**config.mk**
```make
export PLATFORM = sky130hd
export DESIGN_NAME = checksummed_frame_receiver_core
export DESIGN_NICKNAME = d
export VERILOG_FILES = /design/src/hw/rtl/cfr_pkg.sv /design/src/hw/rtl/checksummed_frame_receiver_core.sv /design/src/hw/rtl/cfr_ram.sv
export VERILOG_INCLUDE_DIRS = /design/src /design/src/hw/rtl
export SDC_FILE = /design/constraint.sdc
export NUM_CORES = 1
export LEC_CHECK = 0
export BUFFER_PORTS_ARGS = -buffer_cell sky130_fd_sc_hd__buf_2
export CORE_ASPECT_RATIO = 1.5
export CORE_UTILIZATION = 63
export DETAILED_ROUTE_END_ITERATION = 10
export HOLD_SLACK_MARGIN = 0.02
export PLACE_DENSITY = 0.85
export SYNTH_ARGS = -nofsm -noshare
export SYNTH_HDL_FRONTEND = slang
export SYNTH_SLANG_ARGS = --single-unit
```
**constraint.sdc**
```tcl
create_clock -name clk -period 6.31 [get_ports clk]
set_clock_uncertainty 0.2 [all_clocks]
set_input_delay 0.631 -clock clk [delete_from_list [all_inputs] [get_ports clk]]
set_output_delay 0.631 -clock clk [all_outputs]
set_load 0.02 [all_outputs]
```
**src/hw/rtl/checksummed_frame_receiver_core_defines.svh**
```systemverilog
// assertion macros for the frame receiver core
`ifndef CHECKSUMMED_FRAME_RECEIVER_CORE_DEFINES_SVH
`define CHECKSUMMED_FRAME_RECEIVER_CORE_DEFINES_SVH

// same-cycle implication, disabled while reset is asserted
`define CFR_ASSERT_NOW(label, ante, cons) \
	label: assert property (@(posedge clk) disable iff (!arst_n) (ante) |-> (cons)) \
		else $error("frame receiver check failed");

// next-cycle implication, disabled while reset is asserted
`define CFR_ASSERT_NEXT(label, ante, cons) \
	label: assert property (@(posedge clk) disable iff (!arst_n) (ante) |=> (cons)) \
		else $error("frame receiver check failed");

`endif

```
**src/hw/rtl/cfr_pkg.sv**
```systemverilog
// shared types and constants for the frame receiver
`default_nettype none
package cfr_pkg;

	localparam int unsigned BUF_DEPTH = 64;
	localparam int unsigned MIN_FRAME = 4;
	localparam logic [7:0] FRAME_HEADER = 8'hA5;
	localparam logic [7:0] ACK_COMMAND = 8'h03;
	localparam logic CMD_RX_BYTE = 1'b0;
	localparam logic CMD_CLEAR_ACK = 1'b1;

	typedef struct packed {
		logic       command;
		logic [7:0] rx_byte;
	} item_t;

	typedef struct packed {
		logic       ack_flag;
		logic [4:0] frames_accepted;
		logic [7:0] last_frame_command;
		logic [6:0] bytes_held;
		logic       overflow;
	} result_t;

	typedef enum logic [8:0] {
		ST_IDLE   = 9'b000000001,
		ST_ENTER  = 9'b000000010,
		ST_START  = 9'b000000100,
		ST_BYTE0  = 9'b000001000,
		ST_SEARCH = 9'b000010000,
		ST_CMD    = 9'b000100000,
		ST_LEN    = 9'b001000000,
		ST_SUM    = 9'b010000000,
		ST_FIN    = 9'b100000000
	} state_t;

endpackage
`default_nettype wire

```
**src/hw/rtl/checksummed_frame_receiver_core.sv**
```systemverilog
// Frame receiver core: takes one received byte or one clear-acknowledge event per transfer and
// parses frames of header 0xA5, command, length L, L payload bytes and an 8-bit additive
// checksum out of a circular receive buffer of BufDepth bytes; every item yields one result.
// A clear event goes straight to the result. A byte is stored first, then the sequencer walks the
// buffer through its single read port, one byte per cycle: a parse pass may find too few bytes,
// a hunt for a header skips bytes until it meets one, header, command and length are fetched,
// and the checksum walk reads the rest of a frame. Rescans after bad frames add up to one walk
// per dropped byte. The buffer needs no clearing after reset. Results go to an output register,
// so the next item is taken while a result still waits to be transferred.
`default_nettype none
`include "checksummed_frame_receiver_core_defines.svh"
module checksummed_frame_receiver_core #(
	parameter int unsigned BufDepth = cfr_pkg::BUF_DEPTH
) (
	input  wire logic             clk,
	input  wire logic             arst_n,
	input  wire logic             item_valid,
	output logic                  item_stall,
	input  wire cfr_pkg::item_t   item,
	output logic                  result_valid,
	input  wire logic             result_stall,
	output cfr_pkg::result_t      result
);

	localparam int unsigned AW = $clog2(BufDepth);
	localparam int unsigned CW = $clog2(BufDepth + 1);
	localparam logic [CW-1:0] DEPTH_C = CW'(BufDepth);
	localparam logic [CW-1:0] MIN_C = CW'(cfr_pkg::MIN_FRAME);
	localparam logic [7:0] MAX_LEN = 8'(BufDepth - cfr_pkg::MIN_FRAME);

	// circular address: base plus offset, wrapped once at the buffer depth
	function automatic logic [AW-1:0] wrap_add(input logic [AW-1:0] base,
			input logic [CW-1:0] off);
		logic [CW:0] s;
		s = (CW+1)'(base) + (CW+1)'(off);
		if (s >= (CW+1)'(BufDepth)) begin
			s = s - (CW+1)'(BufDepth);
		end
		return s[AW-1:0];
	endfunction

	cfr_pkg::state_t state_q, state_d;
	logic [AW-1:0] head_q, head_d;
	logic [CW-1:0] count_q, count_d;
	logic [CW-1:0] idx_q, idx_d;
	logic [CW-1:0] need_q, need_d;
	logic [7:0]    rx_q, rx_d;
	logic [7:0]    fcmd_q, fcmd_d;
	logic [7:0]    sum_q, sum_d;
	logic          ack_q, ack_d;
	logic [4:0]    acc_q, acc_d;
	logic [7:0]    last_q, last_d;
	logic          ovf_q, ovf_d;
	cfr_pkg::result_t res_q;
	logic          res_valid_q;
	logic          res_load;

	logic [CW-1:0] rd_off;
	logic [CW-1:0] eff_count;
	logic [CW-1:0] len_need;
	logic          wr_en;
	logic [AW-1:0] wr_addr;
	logic [7:0]    rd_data;
	logic          hdr_clear;

	// receive buffer
	cfr_ram #(
		.Depth (BufDepth),
		.AddrW (AW)
	) u_ram (
		.clk   (clk),
		.we    (wr_en),
		.waddr (wr_addr),
		.wdata (rx_q),
		.raddr (wrap_add(head_q, rd_off)),
		.rdata (rd_data)
	);

	// header over non-header data empties the buffer before the byte is stored
	assign hdr_clear = (rx_q == cfr_pkg::FRAME_HEADER) && (count_q != '0)
		&& (rd_data != cfr_pkg::FRAME_HEADER);
	assign eff_count = hdr_clear ? '0 : count_q;
	assign wr_addr = wrap_add(head_q, eff_count);
	assign len_need = MIN_C + CW'(rd_data);

	assign item_stall = (state_q != cfr_pkg::ST_IDLE);

	// parse sequencer
	always_comb begin
		state_d = state_q;
		head_d = head_q;
		count_d = count_q;
		idx_d = idx_q;
		need_d = need_q;
		rx_d = rx_q;
		fcmd_d = fcmd_q;
		sum_d = sum_q;
		ack_d = ack_q;
		acc_d = acc_q;
		last_d = last_q;
		ovf_d = ovf_q;
		rd_off = '0;
		wr_en = 1'b0;
		res_load = 1'b0;
		case (state_q)
			cfr_pkg::ST_IDLE: begin
				if (item_valid) begin
					acc_d = '0;
					last_d = '0;
					ovf_d = 1'b0;
					rx_d = item.rx_byte;
					if (item.command == cfr_pkg::CMD_CLEAR_ACK) begin
						ack_d = 1'b0;
						state_d = cfr_pkg::ST_FIN;
					end else begin
						state_d = cfr_pkg::ST_ENTER;
					end
				end
			end
			cfr_pkg::ST_ENTER: begin
				if (eff_count == DEPTH_C) begin
					count_d = '0;
					ovf_d = 1'b1;
					state_d = cfr_pkg::ST_FIN;
				end else begin
					wr_en = 1'b1;
					count_d = eff_count + CW'(1);
					state_d = cfr_pkg::ST_START;
				end
			end
			cfr_pkg::ST_START: begin
				if (count_q < MIN_C) begin
					state_d = cfr_pkg::ST_FIN;
				end else begin
					state_d = cfr_pkg::ST_BYTE0;
				end
			end
			cfr_pkg::ST_BYTE0: begin
				rd_off = CW'(1);
				if (rd_data == cfr_pkg::FRAME_HEADER) begin
					state_d = cfr_pkg::ST_CMD;
				end else begin
					idx_d = CW'(1);
					state_d = cfr_pkg::ST_SEARCH;
				end
			end
			cfr_pkg::ST_SEARCH: begin
				if (idx_q >= count_q) begin
					// no header anywhere: empty the buffer
					count_d = '0;
					state_d = cfr_pkg::ST_FIN;
				end else if (rd_data == cfr_pkg::FRAME_HEADER) begin
					head_d = wrap_add(head_q, idx_q);
					count_d = count_q - idx_q;
					state_d = cfr_pkg::ST_START;
				end else begin
					idx_d = idx_q + CW'(1);
					rd_off = idx_q + CW'(1);
				end
			end
			cfr_pkg::ST_CMD: begin
				fcmd_d = rd_data;
				rd_off = CW'(2);
				state_d = cfr_pkg::ST_LEN;
			end
			cfr_pkg::ST_LEN: begin
				if (rd_data > MAX_LEN) begin
					head_d = wrap_add(head_q, CW'(1));
					count_d = count_q - CW'(1);
					state_d = cfr_pkg::ST_START;
				end else if (count_q < len_need) begin
					state_d = cfr_pkg::ST_FIN;
				end else begin
					need_d = len_need;
					sum_d = cfr_pkg::FRAME_HEADER + fcmd_q + rd_data;
					idx_d = CW'(3);
					rd_off = CW'(3);
					state_d = cfr_pkg::ST_SUM;
				end
			end
			cfr_pkg::ST_SUM: begin
				if (idx_q == need_q - CW'(1)) begin
					if (sum_q == rd_data) begin
						if (fcmd_q == cfr_pkg::ACK_COMMAND) begin
							ack_d = 1'b1;
						end
						last_d = fcmd_q;
						if (acc_q != 5'd31) begin
							acc_d = acc_q + 5'd1;
						end
						head_d = wrap_add(head_q, need_q);
						count_d = count_q - need_q;
					end else begin
						head_d = wrap_add(head_q, CW'(1));
						count_d = count_q - CW'(1);
					end
					state_d = cfr_pkg::ST_START;
				end else begin
					sum_d = sum_q + rd_data;
					idx_d = idx_q + CW'(1);
					rd_off = idx_q + CW'(1);
				end
			end
			cfr_pkg::ST_FIN: begin
				if (!res_valid_q || !result_stall) begin
					res_load = 1'b1;
					state_d = cfr_pkg::ST_IDLE;
				end
			end
			default: begin
				state_d = cfr_pkg::ST_IDLE;
			end
		endcase
	end

	// control state
	always_ff @(posedge clk or negedge arst_n) begin
		if (!arst_n) begin
			state_q <= cfr_pkg::ST_IDLE;
			head_q <= '0;
			count_q <= '0;
			ack_q <= 1'b0;
			res_valid_q <= 1'b0;
		end else begin
			state_q <= state_d;
			head_q <= head_d;
			count_q <= count_d;
			ack_q <= ack_d;
			if (res_load) begin
				res_valid_q <= 1'b1;
			end else if (!result_stall) begin
				res_valid_q <= 1'b0;
			end
		end
	end

	// working registers and result register
	always_ff @(posedge clk) begin
		idx_q <= idx_d;
		need_q <= need_d;
		rx_q <= rx_d;
		fcmd_q <= fcmd_d;
		sum_q <= sum_d;
		acc_q <= acc_d;
		last_q <= last_d;
		ovf_q <= ovf_d;
		if (res_load) begin
			res_q.ack_flag <= ack_q;
			res_q.frames_accepted <= acc_q;
			res_q.last_frame_command <= last_q;
			res_q.bytes_held <= 7'(count_q);
			res_q.overflow <= ovf_q;
		end
	end

	assign result_valid = res_valid_q;
	assign result = res_q;

	// checks
	`CFR_ASSERT_NOW(a_count_bound, 1'b1, count_q <= DEPTH_C)
	`CFR_ASSERT_NOW(a_head_bound, 1'b1, (CW+1)'(head_q) < (CW+1)'(BufDepth))
	`CFR_ASSERT_NOW(a_ovf_empty, result_valid && result.overflow, result.bytes_held == 7'd0)
	`CFR_ASSERT_NEXT(a_fin_loads, (state_q == cfr_pkg::ST_FIN) && !result_stall, result_valid)

endmodule
`default_nettype wire

```
**src/hw/rtl/cfr_ram.sv**
```systemverilog
// receive byte buffer: one write port, one registered read port
`default_nettype none
module cfr_ram #(
	parameter int unsigned Depth = cfr_pkg::BUF_DEPTH,
	parameter int unsigned AddrW = $clog2(Depth)
) (
	input  wire logic             clk,
	input  wire logic             we,
	input  wire logic [AddrW-1:0] waddr,
	input  wire logic [7:0]       wdata,
	input  wire logic [AddrW-1:0] raddr,
	output logic      [7:0]       rdata
);

	logic [7:0] mem [Depth];

	// write port
	always_ff @(posedge clk) begin
		if (we) begin
			mem[waddr] <= wdata;
		end
	end

	// registered read port
	always_ff @(posedge clk) begin
		rdata <= mem[raddr];
	end

endmodule
`default_nettype wire

```
==> results.md <==
* Outcome: completed
* CP Buf/Inv Count at 2
* Core area at roughly 42,000 µm²
* Hold slack at approximately 130 ps
* Cell-by-cell trace of the critical path: inv_1, ha_1, or4b_1, a31o_1, a2111oi_4, o22a_1, o211ai_1, ha_4, fa_4, buf_12, mux4_2, mux4_2, mux2i_2, mux2i_1
* Post-Syn Instances at between 1,000 and 1,500
* Syn avg cell area at ~18 µm²
* Skew-Pair Late Insertion Delay at about 620 ps
* Area share of the largest cell type after synthesis at 65.92%
* Critical path class: reg2reg
* Power consumption at between 9 and 10 mW
* Fin. Hold Viols at 0
* CP max stage delay at roughly 960 ps
* Vias in the first global route at 15,687
* Slew margin rel. at between 10% and 20%
* Total CTS buffers at 54
* Io pins at 37
* Clock tree from TritonCTS: done
* Worst slew pin tran at ~1200 ps
* Detailed-route via count at around 15,000
* Slowest cell on crit path: fa_4
* Bufs on Longest Clock Path at 3
* P&R area growth vs syn at 12.69%
* I/O Buffers at 36
* Clk pin slew, worst setup/hold paths at 70 ps
* WP depth at 14
* RSZ-0062 raised after global routing: no
* Setup Fix Bufs, Post-CTS at 0
* Ys async rst share at 3.883%
* Cell chosen for the clock root: clkbuf_16
* Synthesized Nets at around 1,600
* DRC viols at 0
* P_leak at around 10 nW
* Layout cells sized above 1 at approximately 22%
* Required time worst endpoint at 6530 ps
* Slew Viols, Final at 0
* Total clock sinks at about 600
* Post-Place Setup Slack at 212.2 ps
* Syn Std Cell Area at 26,690 µm²
* PD cells at 304.8 nW/µm²
* Hold Path Cell Cnt at 3
* Int Pwr at ~7.1 mW
* Starting density of the core at roughly 64%
* Worst path arrival time at approximately 6400 ps
* Initial antenna violation count at 0
* Final Cell Area at about 30,000 µm²
* Vias per inst at a little under 7
* Peak supply drop at about 0.25 mV
* Crit-path leading delay family: multiplexers
* Hpwl dp at 41.71 mm
* H-tree Lvls at 2
* Top cell type by total area after synthesis: edfxtp_1
* Switching Share at about 23%
* Period utilisation layout at 97.44%
* Drt total wl at around 66 mm
* Crit path capture type: flip-flop
* Sequential share of the synthesized area at 68.77%
* Startpoint Class: flip-flop
* Switching power at around 2.1 mW
* Sequential Power Share at about half
* Final Wtd Congestion at approximately 1.1
* First-pass GRT wire length at roughly 98 mm
* Total Neg Setup Slack at 0 ps
* Routed Antenna Nets at 0
* FF-to-FF path depth at 14
* Die Height at between 200 and 300 µm
* Logic pwr share at between 8 and 9%
* PnR worst setup slack at 161.7 ps
* Maxcap violations at 0
* Total GRT Usage at 31.82%
* Final Setup Violations at 0
* Largest net degree at the start of global routing at 65
* Post-synth EDFFs at between 500 and 600
* Cell Rows at around 90
* Total gr overflow at 0
* Die X at roughly 170 µm
* Worst hold path class: in2reg
* Clock power frac at approximately 40%
* Diodes inserted at 0
* Die area at 43,220 µm²
* Fmax at between 150 and 200 MHz
* DR WL/cell at 29.63 µm
* Min Tclk post-route at roughly 6000 ps
* Worst-path maximum fanout at 37
* Final layout net count at 1,699
* Unique cell type count in the Yosys netlist at 72
* Synth warn at 0
* Synthesized flop and latch total at between 600 and 700
* DRT Pass-1 Iters at 6
* Post-DP Area at about 28,000 µm²
* DRT iter0 DRCs at around 1,700
* Ranking of synthesized cells by area: edfxtp_1, mux4_2, ha_1
* Most frequent cell on the critical path: mux4_2
* Top FF cell, synth: edfxtp_1
[worst min-delay path, cell delays in order]
cell     delay, ps
buf_2          100
nand2_1        100
nor2_1          50
[layout make-up]
cell class / instances / area (µm²)
sequential: 618 / 18360
fill: 2396 / 11820
multi-input combinational: 768 / 7956
clock buffer: 61 / 1388
timing repair buffer: 109 / 873.3
tap: 564 / 705.7
clock inverter: 41 / 586.8
inverter: 57 / 214.0
[cell usage in the layout (no fill, tap or decap), drive strengths merged, types with 7 or more instances in the layout]
cell type / n
a21oi: 40
fa: 8
xnor2: 42
ha: 70
nor2b: 7
dfrtp: 23
clkinv: 23
edfxtp: 586
o21ai: 41
dlygate4sd3: 10
nand3: 25
and2: 12
nor2: 125
nand2: 43
mux4: 160
inv: 60
bufinv: 13
nand4: 8
a21o: 24
buf: 99
clkbuf: 61
dfxtp: 8
mux2i: 24
nor3: 11
xor2: 26
[what timing repair did]
action / 4_1_cts / 5_1_grt
resized for setup: 0 / 2
hold buffers: 10 / 0
setup endpoints to repair: 0 / 2
endpoints found under the hold margin: 32 / 0
[stage by stage]
stage	util (%)	std cells
after detailed placement	66.79	2105
after floorplan	-	1495
after global placement	66.79	2105
after CTS	71.74	2217
after global routing	71.80	2218
final	71.80	2218
[registers in the layout, summed over array words and instances, names as in the netlist, 7 cells and up]
name         count
result          22
state_q          9
fcmd_q           8
rx_q             8
count_q          7
need_q           7
idx_q            7
u_ram.mem      512
sum_q            8
u_ram.rdata      8
last_q           8
[cells in the mapped netlist (12+ instances only)]
| cell type | number |
|---|---|
| nor2_1 | 125 |
| a21o_1 | 24 |
| nand3_1 | 24 |
| dfrtp_1 | 23 |
| mux4_2 | 160 |
| clkbuf_1 | 35 |
| inv_1 | 57 |
| xnor2_1 | 42 |
| o21ai_0 | 35 |
| ha_1 | 70 |
| xor2_1 | 26 |
| mux2i_1 | 24 |
| nand2_1 | 43 |
| edfxtp_1 | 586 |
| a21oi_1 | 40 |
| and2_1 | 12 |
[cell families after synthesis]
kind of cell,Yosys count,synth area share (%)
multiplexers,185,14.44
buffers and inverters,109,1.626
AND/OR/NAND/NOR,275,4.973
AO/OA/AOI/OAI,162,4.073
XOR/XNOR,68,2.231
flip-flops,618,68.77
adder cells (fa/ha/maj),78,3.881
[worst paths after layout]
path	from	to	slack, ps
setup / recovery	need_q[1]$_DFFE_PP_	u_ram.rdata[3]$_DFF_P_	160
hold / removal	item_valid	state_q[1]$_DFFE_PN0P_	130
setup reg to reg	need_q[1]$_DFFE_PP_	u_ram.rdata[3]$_DFF_P_	160
hold reg to reg	last_q[5]$_SDFFCE_PN0P_	result[13]$_DFFE_PP_	220
max in group asynchronous	arst_n	result_valid$_DFFE_PN0P_	5040
min in group asynchronous	arst_n	count_q[1]$_DFFE_PN0P_	420
[routing by layer]
| layer | track usage, % | vias up | part of all wire [%] |
|---|---|---|---|
| met5 | 0 | - | 0 |
| met4 | 23.37 | 0 | 8.1 |
| met3 | 5.233 | 295 | 7.1 |
| met2 | 56.08 | 918 | 53 |
| met1 | 34.59 | 7485 | 32 |
| li1 | - | 6207 | - |
[power by group through the flow]
stage                     Combinational, mW  Sequential (mW)  Clock [mW]
after floorplan                       0.373             4.89           0
after global placement                0.712             4.81           0
after detailed placement              0.755             4.81           0
after CTS                             0.770             4.72        3.68
after global routing                  0.847             4.73        3.82
final                                 0.789             4.73        3.65
(Power assumes the default switching activity.)
